**config.mk**
```make
export PLATFORM = sky130hd
export DESIGN_NAME = line_trace_drive_with_color_marks
export DESIGN_NICKNAME = d
export VERILOG_FILES = /design/src/hw/rtl/ltd_pkg.sv /design/src/hw/rtl/line_trace_drive_with_color_marks.sv /design/src/hw/rtl/ltd_marks.sv
export SDC_FILE = /design/constraint.sdc
export NUM_CORES = 2
export LEC_CHECK = 0
export BUFFER_PORTS_ARGS = -buffer_cell sky130_fd_sc_hd__buf_2
export CAP_MARGIN = 20
export CORE_ASPECT_RATIO = 0.6
export CORE_MARGIN = 2
export CORE_UTILIZATION = 71
export DETAILED_ROUTE_END_ITERATION = 16
export PLACE_DENSITY = 0.89
export SKIP_LAST_GASP = 1
export SYNTH_ARGS = -nofsm -noshare
export SYNTH_HDL_FRONTEND = slang
export SYNTH_SLANG_ARGS = --single-unit
```
**constraint.sdc**
```tcl
create_clock -name i_clk -period 21.5 [get_ports i_clk]
set_clock_uncertainty 0.2 [all_clocks]
set_input_delay 2.15 -clock i_clk [delete_from_list [all_inputs] [get_ports i_clk]]
set_output_delay 2.15 -clock i_clk [all_outputs]
set_load 0.05 [all_outputs]
```
**src/hw/rtl/ltd_pkg.sv**
```systemverilog
// Shared types, codes and reset constants for the line-trace drive block.
// No dependencies; imported by ltd_marks and line_trace_drive_with_color_marks.
`timescale 1ns / 1ps
`default_nettype none

package ltd_pkg;

    localparam int DEF_MARK_DEPTH = 10;
    localparam int MIN_SEQ_LEN    = 3;

    localparam logic signed [15:0] SEEK_LIMIT = -16'sd1280;

    localparam logic signed [15:0] RST_PROP_GAIN  = 16'sd256;
    localparam logic signed [15:0] RST_DERIV_GAIN = 16'sd0;
    localparam logic signed [15:0] RST_BASE_SPEED = 16'sd77;
    localparam logic signed [15:0] RST_MAX_SPEED  = 16'sd256;
    localparam logic signed [15:0] RST_MIN_SPEED  = 16'sd0;
    localparam logic [3:0]         RST_WHITE_CODE = 4'd0;
    localparam logic [3:0]         RST_BLACK_CODE = 4'd1;
    localparam logic [7:0]         RST_MARK_THR   = 8'd10;

    localparam logic [3:0] MARK_THREE = 4'd3;
    localparam logic [3:0] MARK_FOUR  = 4'd4;
    localparam logic [3:0] MARK_FIVE  = 4'd5;

    typedef enum logic [1:0] {
        CMD_NONE = 2'd0,
        CMD_SLOW = 2'd1,
        CMD_FAST = 2'd2,
        CMD_REV  = 2'd3
    } t_cmd;

    typedef enum logic [2:0] {
        CFG_PROP_GAIN  = 3'd0,
        CFG_DERIV_GAIN = 3'd1,
        CFG_BASE_SPEED = 3'd2,
        CFG_MAX_SPEED  = 3'd3,
        CFG_MIN_SPEED  = 3'd4,
        CFG_WHITE_CODE = 3'd5,
        CFG_BLACK_CODE = 3'd6,
        CFG_MARK_THR   = 3'd7
    } t_cfg_idx;

    typedef struct packed {
        logic [3:0] white_code;
        logic [3:0] black_code;
        logic [7:0] threshold;
    } t_mark_cfg;

    typedef struct packed {
        t_cmd cmd;
        logic rev;
    } t_mark_res;

    // when the limits cross, values above hi take hi and all others take lo
    function automatic logic signed [15:0] f_clamp(
        input logic signed [26:0] v,
        input logic signed [15:0] hi,
        input logic signed [15:0] lo
    );
        logic signed [15:0] r;
        if (v > 27'(hi)) begin
            r = hi;
        end else if (v < 27'(lo)) begin
            r = lo;
        end else begin
            r = v[15:0];
        end
        return r;
    endfunction

    function automatic logic signed [15:0] f_negsat(input logic signed [15:0] v);
        logic signed [15:0] r;
        if (v == -16'sd32768) begin
            r = 16'sd32767;
        end else begin
            r = -v;
        end
        return r;
    endfunction

endpackage

`default_nettype wire

```
**src/hw/rtl/line_trace_drive_with_color_marks.sv**
```systemverilog
// Line-trace drive top level: config registers, step stage, PD speed law, output word.
// Depends on ltd_pkg and ltd_marks.
//
// Usage:
//   Sensor words enter on the s-side stream (tdata = line_position, color_code).
//   One result word per sample leaves on the m-side stream
//   (tdata = left_speed, right_speed, mark_command).
//   Registers are written over the cfg channel (index 0..7), always ready;
//   write them only while no sample is in flight.
// Order: an accepted sample is registered in the step stage, then its result word in
//   the output stage once that stage is empty or the receiver takes its word.
// Throughput: one sample per cycle unless the output stalls; the step stage does the
//   debounce, mark match, one Q8.8 multiply per product, add and clamp combinationally.
// Reset (synchronous, active low): registers take their default values, the
//   mark state and previous position clear, direction returns to forward, and
//   both stream stages empty.
// Stall: a held result word keeps its data; the step stage holds one more
//   sample, after which s-side tready drops until the receiver takes a word.
`timescale 1ns / 1ps
`default_nettype none

module line_trace_drive_with_color_marks import ltd_pkg::*; #(
    parameter int MARK_DEPTH = DEF_MARK_DEPTH
) (
    input  wire logic        i_clk,
    input  wire logic        i_rst_n,
    input  wire logic        i_s_tvalid,
    output logic             o_s_tready,
    input  wire logic [23:0] i_s_tdata,   // [15:0] line_position, [19:16] color_code
    output logic             o_m_tvalid,
    input  wire logic        i_m_tready,
    output logic [39:0]      o_m_tdata,   // [15:0] left_speed, [31:16] right_speed,
                                          // [33:32] mark_command
    input  wire logic        i_cfg_valid,
    output logic             o_cfg_ready,
    input  wire logic [2:0]  i_cfg_index,
    input  wire logic [15:0] i_cfg_data
);

    logic signed [15:0] r_prop;
    logic signed [15:0] r_deriv;
    logic signed [15:0] r_base;
    logic signed [15:0] r_max;
    logic signed [15:0] r_min;
    logic [3:0]         r_white;
    logic [3:0]         r_black;
    logic [7:0]         r_thr;

    logic               r_s1_valid;
    logic signed [15:0] r_s1_line;
    logic [3:0]         r_s1_color;
    logic signed [15:0] r_prev;

    logic               r_out_valid;
    logic signed [15:0] r_left;
    logic signed [15:0] r_right;
    t_cmd               r_cmd;

    logic               w_adv;
    t_mark_cfg          w_mark_cfg;
    t_mark_res          w_mark_res;

    logic signed [31:0] w_prod_p;
    logic signed [16:0] w_d;
    logic signed [32:0] w_prod_d;
    logic signed [23:0] w_pq;
    logic signed [24:0] w_dq;
    logic signed [26:0] w_vl;
    logic signed [26:0] w_vr;
    logic signed [15:0] w_cl;
    logic signed [15:0] w_cr;
    logic signed [15:0] n_left;
    logic signed [15:0] n_right;

    assign o_cfg_ready = 1'b1;

    always_ff @(posedge i_clk) begin
        if (!i_rst_n) begin
            r_prop  <= RST_PROP_GAIN;
            r_deriv <= RST_DERIV_GAIN;
            r_base  <= RST_BASE_SPEED;
            r_max   <= RST_MAX_SPEED;
            r_min   <= RST_MIN_SPEED;
            r_white <= RST_WHITE_CODE;
            r_black <= RST_BLACK_CODE;
            r_thr   <= RST_MARK_THR;
        end else if (i_cfg_valid) begin
            case (t_cfg_idx'(i_cfg_index))
                CFG_PROP_GAIN:  r_prop  <= i_cfg_data;
                CFG_DERIV_GAIN: r_deriv <= i_cfg_data;
                CFG_BASE_SPEED: r_base  <= i_cfg_data;
                CFG_MAX_SPEED:  r_max   <= i_cfg_data;
                CFG_MIN_SPEED:  r_min   <= i_cfg_data;
                CFG_WHITE_CODE: r_white <= i_cfg_data[3:0];
                CFG_BLACK_CODE: r_black <= i_cfg_data[3:0];
                CFG_MARK_THR:   r_thr   <= i_cfg_data[7:0];
                default: begin
                end
            endcase
        end
    end

    assign w_adv      = r_s1_valid && (!r_out_valid || i_m_tready);
    assign o_s_tready = !r_s1_valid || w_adv;

    always_ff @(posedge i_clk) begin
        if (!i_rst_n) begin
            r_s1_valid <= 1'b0;
        end else if (i_s_tvalid && o_s_tready) begin
            r_s1_valid <= 1'b1;
        end else if (w_adv) begin
            r_s1_valid <= 1'b0;
        end
    end

    always_ff @(posedge i_clk) begin
        if (i_s_tvalid && o_s_tready) begin
            r_s1_line  <= i_s_tdata[15:0];
            r_s1_color <= i_s_tdata[19:16];
        end
    end

    assign w_mark_cfg.white_code = r_white;
    assign w_mark_cfg.black_code = r_black;
    assign w_mark_cfg.threshold  = r_thr;

    ltd_marks #(
        .MARK_DEPTH (MARK_DEPTH)
    ) u_marks (
        .i_clk   (i_clk),
        .i_rst_n (i_rst_n),
        .i_adv   (w_adv),
        .i_color (r_s1_color),
        .i_cfg   (w_mark_cfg),
        .o_res   (w_mark_res)
    );

    always_comb begin
        w_prod_p = 32'(r_prop) * 32'(r_s1_line);
        w_d      = 17'(r_s1_line) - 17'(r_prev);
        w_prod_d = 33'(w_d) * 33'(r_deriv);
        w_pq     = $signed(w_prod_p[31:8]);
        w_dq     = $signed(w_prod_d[32:8]);

        w_vl = 27'(r_base);
        w_vr = 27'(r_base);
        if (!(r_s1_line < SEEK_LIMIT)) begin
            if (r_s1_line > 16'sd0) begin
                w_vr = 27'(r_base) - 27'(w_pq);
            end else if (r_s1_line < 16'sd0) begin
                w_vl = 27'(r_base) + 27'(w_pq);
            end
        end
        w_vl = w_vl + 27'(w_dq);
        w_vr = w_vr + 27'(w_dq);

        w_cl = f_clamp(w_vl, r_max, r_min);
        w_cr = f_clamp(w_vr, r_max, r_min);

        if (w_mark_res.rev) begin
            n_left  = f_negsat(w_cr);
            n_right = f_negsat(w_cl);
        end else begin
            n_left  = w_cl;
            n_right = w_cr;
        end
    end

    always_ff @(posedge i_clk) begin
        if (!i_rst_n) begin
            r_prev      <= 16'sd0;
            r_out_valid <= 1'b0;
        end else if (w_adv) begin
            r_prev      <= r_s1_line;
            r_out_valid <= 1'b1;
        end else if (i_m_tready) begin
            r_out_valid <= 1'b0;
        end
    end

    always_ff @(posedge i_clk) begin
        if (w_adv) begin
            r_left  <= n_left;
            r_right <= n_right;
            r_cmd   <= w_mark_res.cmd;
        end
    end

    assign o_m_tvalid = r_out_valid;
    assign o_m_tdata  = {6'd0, r_cmd, r_right, r_left};

    a_stall_cause: assert property (@(posedge i_clk) disable iff (!i_rst_n)
        !o_s_tready |-> (r_s1_valid && r_out_valid && !i_m_tready))
        else $error("input blocked without a stalled output");

    a_step_lands: assert property (@(posedge i_clk) disable iff (!i_rst_n)
        w_adv |=> o_m_tvalid)
        else $error("stepped sample produced no result word");

    a_prev_tracks: assert property (@(posedge i_clk) disable iff (!i_rst_n)
        w_adv |=> (r_prev == $past(r_s1_line)))
        else $error("previous position not updated on step");

endmodule

`default_nettype wire

```
**src/hw/rtl/ltd_marks.sv**
```systemverilog
// Color debounce, mark sequence store and 3-mark command recognizer.
// Depends on ltd_pkg; state advances once per sample the step stage hands to the output stage.
`timescale 1ns / 1ps
`default_nettype none

module ltd_marks import ltd_pkg::*; #(
    parameter int MARK_DEPTH = DEF_MARK_DEPTH
) (
    input  wire logic      i_clk,
    input  wire logic      i_rst_n,
    input  wire logic      i_adv,
    input  wire logic [3:0] i_color,
    input  wire t_mark_cfg i_cfg,
    output t_mark_res      o_res
);

    localparam int CW = $clog2(MARK_DEPTH + 1);
    localparam int IW = $clog2(MARK_DEPTH);

    logic [3:0]    r_last_color;
    logic [7:0]    r_run;
    logic [3:0]    r_last_mark;
    logic [CW-1:0] r_cnt;
    logic [3:0]    r_store [MARK_DEPTH];
    logic          r_rev;

    logic [7:0]    n_run;
    logic [CW-1:0] n_cnt;
    logic [CW-1:0] w_cnt_inc;
    logic          w_mark;
    logic          w_bg;
    logic          w_last_bg;
    logic          w_append;
    logic          w_end;
    t_cmd          w_cmd;

    always_comb begin
        if (i_color == r_last_color) begin
            n_run = (r_run == 8'hFF) ? r_run : r_run + 8'd1;
        end else begin
            n_run = 8'd0;
        end
        w_mark    = (n_run > i_cfg.threshold) && (i_color != r_last_mark);
        w_bg      = (i_color == i_cfg.white_code) || (i_color == i_cfg.black_code);
        w_last_bg = (r_last_mark == i_cfg.white_code) || (r_last_mark == i_cfg.black_code);
        w_append  = w_mark && !w_bg;
        w_end     = w_mark && w_bg && !w_last_bg;
        w_cnt_inc = r_cnt + CW'(1);

        n_cnt = r_cnt;
        if (w_append) begin
            n_cnt = (w_cnt_inc >= CW'(MARK_DEPTH)) ? '0 : w_cnt_inc;
        end else if (w_end) begin
            n_cnt = '0;
        end

        w_cmd = CMD_NONE;
        if (w_end && (r_cnt >= CW'(MIN_SEQ_LEN))) begin
            if (r_store[0] == MARK_THREE && r_store[1] == MARK_FOUR
                    && r_store[2] == MARK_FIVE) begin
                w_cmd = CMD_SLOW;
            end
            if (r_store[0] == MARK_FIVE && r_store[1] == MARK_FOUR
                    && r_store[2] == MARK_THREE) begin
                w_cmd = CMD_FAST;
            end
            if (r_store[0] == MARK_FOUR && r_store[1] == MARK_THREE
                    && r_store[2] == MARK_FOUR) begin
                w_cmd = CMD_REV;
            end
        end

        o_res.cmd = w_cmd;
        o_res.rev = r_rev ^ (w_cmd == CMD_REV);
    end

    always_ff @(posedge i_clk) begin
        if (!i_rst_n) begin
            r_last_color <= RST_WHITE_CODE;
            r_run        <= 8'd0;
            r_last_mark  <= RST_WHITE_CODE;
            r_cnt        <= '0;
            r_rev        <= 1'b0;
        end else if (i_adv) begin
            r_last_color <= i_color;
            r_run        <= n_run;
            r_cnt        <= n_cnt;
            r_rev        <= o_res.rev;
            if (w_mark) begin
                r_last_mark <= i_color;
            end
        end
    end

    always_ff @(posedge i_clk) begin
        if (i_adv && w_append) begin
            r_store[r_cnt[IW-1:0]] <= i_color;
        end
    end

    a_cnt_in_range: assert property (@(posedge i_clk) disable iff (!i_rst_n)
        r_cnt < CW'(MARK_DEPTH))
        else $error("mark count out of range");

    a_cmd_clears_cnt: assert property (@(posedge i_clk) disable iff (!i_rst_n)
        (i_adv && o_res.cmd != CMD_NONE) |=> (r_cnt == '0))
        else $error("sequence end did not clear mark count");

    a_rev_toggles: assert property (@(posedge i_clk) disable iff (!i_rst_n)
        (i_adv && o_res.cmd == CMD_REV) |=> (r_rev != $past(r_rev)))
        else $error("reverse command did not toggle direction");

endmodule

`default_nettype wire

```
### Word level (Yosys, flattened, before mapping)

Memory sizes are Yosys's and may differ from the RTL's.
Index checks and enable logic that the tools add are counted.

| word-level totals | value |
|---|---|
| bits in registers | 189 |
| memories | 1 |
| word-level logic and storage cells | 133 |
| output and inout port bits | 43 |
| input bits | 48 |
| RAM bits | 40 |

| cells by class | value |
|---|---|
| reductions and logical operators | 36 |
| multiply operators | 2 |
| bitwise logic cells | 1 |
| $add $sub $neg | 9 |
| muxes and demuxes | 28 |
| magnitude comparators | 10 |
| equal/unequal tests | 25 |

Memory list:

| name | words | width | read ports | clocked after Yosys merged registers in | wr ports | RTL line | source |
|---|---|---|---|---|---|---|---|
| u_marks.r_store | 10 | 4 | 3 | 0 | 1 | ltd_marks.sv:24 | `logic [3:0] r_store [MARK_DEPTH];` |

Operators by type and width:

| operator | count |
|---|---|
| two-way mux 27 bit | 5 |
| two-way mux 16 bit | 8 |
| adder 27 x 25 -> 27 bit | 2 |
| > comparator 27 x 16 -> 1 bit | 2 |
| < comparator 27 x 16 -> 1 bit | 2 |
| multiplier 17 x 16 -> 33 bit | 1 |
| == test 16 bit, second input constant | 2 |
| multiplier 16 x 16 -> 32 bit | 1 |
| negator 16 bit | 2 |
| adder 16 x 24 -> 25 bit | 1 |
| subtractor 16 x 24 -> 25 bit | 1 |
| == test 4 x 3 -> 1 bit, second input constant | 5 |
| == test 4 bit | 5 |
| AND reduction 2 bit | 10 |
| subtractor 16 x 16 -> 17 bit | 1 |
| > comparator 16 x 1 -> 1 bit, second input constant | 1 |
| < comparator 16 x 1 -> 1 bit, second input constant | 1 |
| < comparator 16 x 12 -> 1 bit, second input constant | 1 |
| two-way mux 8 bit | 2 |
| logical AND 1 bit | 14 |
| == test 3 bit, second input constant | 4 |
| == test 4 x 2 -> 1 bit, second input constant | 3 |
| two-way mux 4 bit | 3 |
| adder 8 x 1 -> 8 bit, second input constant | 1 |
| other kinds (16) | 33 |

### Longest topological paths before layout

| depth | value |
|---|---|
| depth in word-level cells | 12 |
| mapped depth | 64 |
| gate-level depth less buffers | 59 |

### By module

A second synthesis with hierarchy kept.

| second synthesis, totals | value |
|---|---|
| cells, all modules | 4254 |
| area, all modules | 37016.8 um^2 |

Modules (own cells, without submodules):

| module | times used | area each (um^2) | sequential area each (um^2) | cells an instance |
|---|---|---|---|---|
| line_trace_drive_with_color_marks | 1 | 34784.6 | 3903.7 | 4025 |
| ltd_marks | 1 | 2232.1 | 780.7 | 229 |

### Worst setup path after synthesis

OpenSTA, ideal clock, no wires.

| path | value |
|---|---|
| path kind | reg2reg |
| start | reg r_s1_line[0] |
| end | reg r_left[14] (data pin) |
| cell stages (with the launch flop) | 63 |
| path buffers | 4 |
| arrival | 13403 ps |
| path slack | 7626 ps |
| library setup time | 270 ps |
| path through | edfxtp_1 clkbuf_1 inv_1 ha_1 inv_1 fa_1 a21o_1 a21oi_1 o21ai_0 a21oi_1 nor2b_1 o21a_1 o31a_1 o41ai_1 xnor2_1 clkbuf_1 nand2_1 fa_1 (+27 left out) or2_2 and2_1 o21ai_0 ha_1 nand4_1 nor4_1 nand2_1 a31oi_1 o211a_1 or2_1 buf_2 mux2i_1 ha_1 clkbuf_1 nand4_4 or4b_1 nand2_1 a21oi_1 |

| on the way | value |
|---|---|
| longest elaborated chain between the ends | 11 |

RTL lines:

| item | RTL line | source |
|---|---|---|
| from (decl) | line_trace_drive_with_color_marks.sv:50 | `logic signed [15:0] r_s1_line;` |
| from (signal assigned) | line_trace_drive_with_color_marks.sv:118 | `r_s1_line <= i_s_tdata[15:0];` |
| multiplier 16 x 16 -> 32 bit | line_trace_drive_with_color_marks.sv:139 | `w_prod_p = 32'(r_prop) * 32'(r_s1_line);` |
| subtractor 16 x 24 -> 25 bit | line_trace_drive_with_color_marks.sv:149 | `w_vr = 27'(r_base) - 27'(w_pq);` |
| two-way mux 27 bit | line_trace_drive_with_color_marks.sv:148 | `if (r_s1_line > 16'sd0) begin` |
| two-way mux 27 bit | line_trace_drive_with_color_marks.sv:147 | `if (!(r_s1_line < SEEK_LIMIT)) begin` |
| adder 27 x 25 -> 27 bit | line_trace_drive_with_color_marks.sv:155 | `w_vr = w_vr + 27'(w_dq);` |
| < comparator 27 x 16 -> 1 bit | ltd_pkg.sv:64 | `end else if (v < 27'(lo)) begin` |
| two-way mux 16 bit | ltd_pkg.sv:64 |  |
| two-way mux 16 bit | ltd_pkg.sv:62 | `if (v > 27'(hi)) begin` |
| negator 16 bit or == test 16 bit (tied branches) | ltd_pkg.sv:77, ltd_pkg.sv:74 |  |
| two-way mux 16 bit | ltd_pkg.sv:74 | `if (v == -16'sd32768) begin` |
| two-way mux 16 bit (*) | line_trace_drive_with_color_marks.sv:160 | `if (w_mark_res.rev) begin` |
| via n_left[14] | line_trace_drive_with_color_marks.sv:72 | `logic signed [15:0] n_left;` |
| to (signal assigned) | line_trace_drive_with_color_marks.sv:183 | `r_left <= n_left;` |
| to (decl) | line_trace_drive_with_color_marks.sv:55 | `logic signed [15:0] r_left;` |

The timed path passes the listed nets; every way through them passes the cells marked *.
A chain may end at the register's enable or synchronous reset.

### Final worst setup path

| path | value |
|---|---|
| start | reg r_s1_line[1] |
| end | reg r_left[13] (data pin) |

The elaborated chain is that of the path after synthesis.

==> flow_summary.json <==
{
  "yosys-top-cells-area": "fa_1, ha_1, dfxtp_1",
  "final-setup-viol-count": 0,
  "yosys.area.top_type": "fa_1",
  "dp_cells": 5004,
  "pre_cts_ws_ns": 4.05,
  "clk-insertion-delay-late_ns": 0.59,
  "cap_violations": 0,
  "vias": 31100,
  "dpl_cell_area_sq_mm": 0.0384,
  "cp-end-kind": "register",
  "timing.final.ws_setup_ns": 3.97,
  "worstPathRequired_ns": 21.73,
  "synthCells": 4357,
  "fmax_mhz": 57.1,
  "rsz0062_at_grt": "no",
  "mostFrequentLayoutCell": "inv_1",
  "grt_max_degree": 90,
  "hpwl_mm": 78.2,
  "syn-cell-area_sq_mm": 0.0375,
  "worst_pin_slew_ns": 1.09,
  "maxSlewHeadroom": 0.272,
  "place.port_buffers": 79,
  "post-route-drc-count": 0,
  "arrival_ns": 17.75,
  "avgSynthCellArea_sq_um": 8.60,
  "root_buffer": "clkbuf_16",
  "synth-edff-count": 66,
  "grt_pass1_vias": 30400,
  "synth.top_cell.area_share": 0.289,
  "power_density_mw_per_mm2": 77.2,
  "crit_buf_inv": 8,
  "finalCriticalPeriod_ns": 17.53,
  "die_x_microns": 301,
  "tns_ns": 0,
  "grt_first_pass_wirelength_mm": 159,
  "cts_hold_buf": 0,
  "yosysWarnings": 0,
  "hold_viol_final": 0,
  "synth.distinct_cells": 84,
  "grt_use_total": 0.363,
  "cts_resized": 0,
  "final_util": 0.750,
  "crit_top_cell": "fa_1",
  "clk_pin_slew_ns": 0.07,
  "antenna_found_initial": 0,
  "drv_slew": 0,
  "first_iter_violations": 3444,
  "cts_htree_levels": 1,
  "finalCritPeriodShare": 0.815,
  "cts.sinks": 201,
  "outcome": "complete, no violations",
  "path_max_fanout": 19,
  "hold_path_class": "register to register",
  "diodes": 0,
  "slowest_delay_ns": 0.84,
  "routed_via_density": 6.15,
  "overflow": 0,
  "final_cells": 5051,
  "crit_family": "adder cells",
  "design_area_sq_mm": 0.0392,
  "seq_area_frac_synth": 0.125,
  "die_area_sq_mm": 0.0547,
  "ios": 91,
  "synth_seq_cells": 201,
  "drt-pass1-iter-count": 8,
  "nets": 5320,
  "row_count": 65,
  "ir_worst_vdd_mv": 0.0919,
  "cts_tree": "built",
  "area_growth_pct": 4.74,
  "fp.dieH_microns": 182,
  "p_leak_nw": 18.1,
  "worstSetupPathType": "register to register",
  "layout_common_cells": "inv_1, nand2_1, fa_1",
  "postCtsSetupRepairBufs": 0,
  "critPathSlowestCell": "nor4_2",
  "synthFlopType": "dfxtp_1",
  "ant_nets": 0,
  "cts_buffers": 23,
  "initial_core_util": 0.716,
  "place_congestion": 0.977,
  "cts_buffer_depth": 3,
  "avgRoutedWirePerCell_microns": 19.3,
  "drive_above_1_share": 0.0499,
  "total_power_mw": 3.03,
  "whs_ns": 0.266,
  "coreArea_sq_mm": 0.0523,
  "start_kind": "register",
  "totalWireLength_mm": 97.5,
  "async_flop_share": 0
}
power breakdown:
group,internal (mW),switching [mW],total (mW)
registers,0.432,0.0202,0.452
clock network,0.229,0.193,0.422
logic,0.807,1.35,2.15
synth_stat cells (72+ instances only):
library cell,n
a21oi_1,162
dfxtp_1,135
nor2_1,195
a21boi_0,115
and2_1,223
ha_1,400
nand3_1,72
clkbuf_1,159
o21ai_0,115
inv_1,682
nand2_1,606
fa_1,541
xnor2_1,139
final timing paths:
check | slack [ns] | cells after the start | end | startpoint
worst max-delay path | 3.97 | 58 | r_left[13] | r_s1_line[1]
worst min-delay path | 0.27 | 2 | r_prev[10] | r_prev[10]
worst max register to register | 3.97 | 58 | r_left[13] | r_s1_line[1]
worst min register to register | 0.27 | 2 | r_prev[10] | r_prev[10]
layout make-up:
class	count	area (sq um)
multi-input combinational	3298	29600
fill	3693	13100
clock buffer	28	604
inverter	682	2560
tap	703	880
clock inverter	14	164
timing repair buffer	125	761
sequential	201	4680
per-layer routing:
metal  vias up  track usage  part of all wire
li1      14000            -                 -
met1     15100        0.539              0.42
met2      1803        0.529              0.43
met3       189       0.0942              0.13
met4         0       0.0894             0.026
met5         -            0                 0
cells by family (layout without fill, tap and decap cells):
| logic type | Yosys count | in the layout | share of synthesized area |
|---|---|---|---|
| multiplexers | 68 | 68 | 0.0192 |
| XOR/XNOR | 200 | 200 | 0.0468 |
| AND/OR/NAND/NOR | 1428 | 1428 | 0.183 |
| adder cells (fa/ha/maj) | 941 | 941 | 0.423 |
| flip-flops | 201 | 201 | 0.125 |
| other | 2 | 7 | 0.000200 |
| AO/OA/AOI/OAI | 654 | 654 | 0.115 |
| buffers and inverters | 863 | 849 | 0.0874 |
worst register-to-register path: cells and delay by family, from the launching register on:
family | cells | cell delay (ns)
DFF | 1 | 0.76
adders and majority gates | 11 | 5.37
buffers and inverters | 8 | 1.21
muxes | 1 | 0.47
xor gates and xnor gates | 2 | 0.39
AOI/OAI and AO/OA | 22 | 5.25
and+or+nand+nor | 14 | 3.71
sequential cells by signal, indices dropped and copies added, names as in the netlist, 2 cells and up:
register	count
u_marks.r_last_mark	4
r_white	4
u_marks.r_run	8
r_thr	8
u_marks.r_cnt	4
u_marks.r_store	12
r_right	16
r_min	16
r_prop	16
r_max	16
r_prev	16
r_cmd	2
r_deriv	16
r_left	16
r_s1_line	16
u_marks.r_last_color	4
r_base	16
r_s1_color	4
r_black	4
Note: power is estimated with default switching activity, not from simulation.
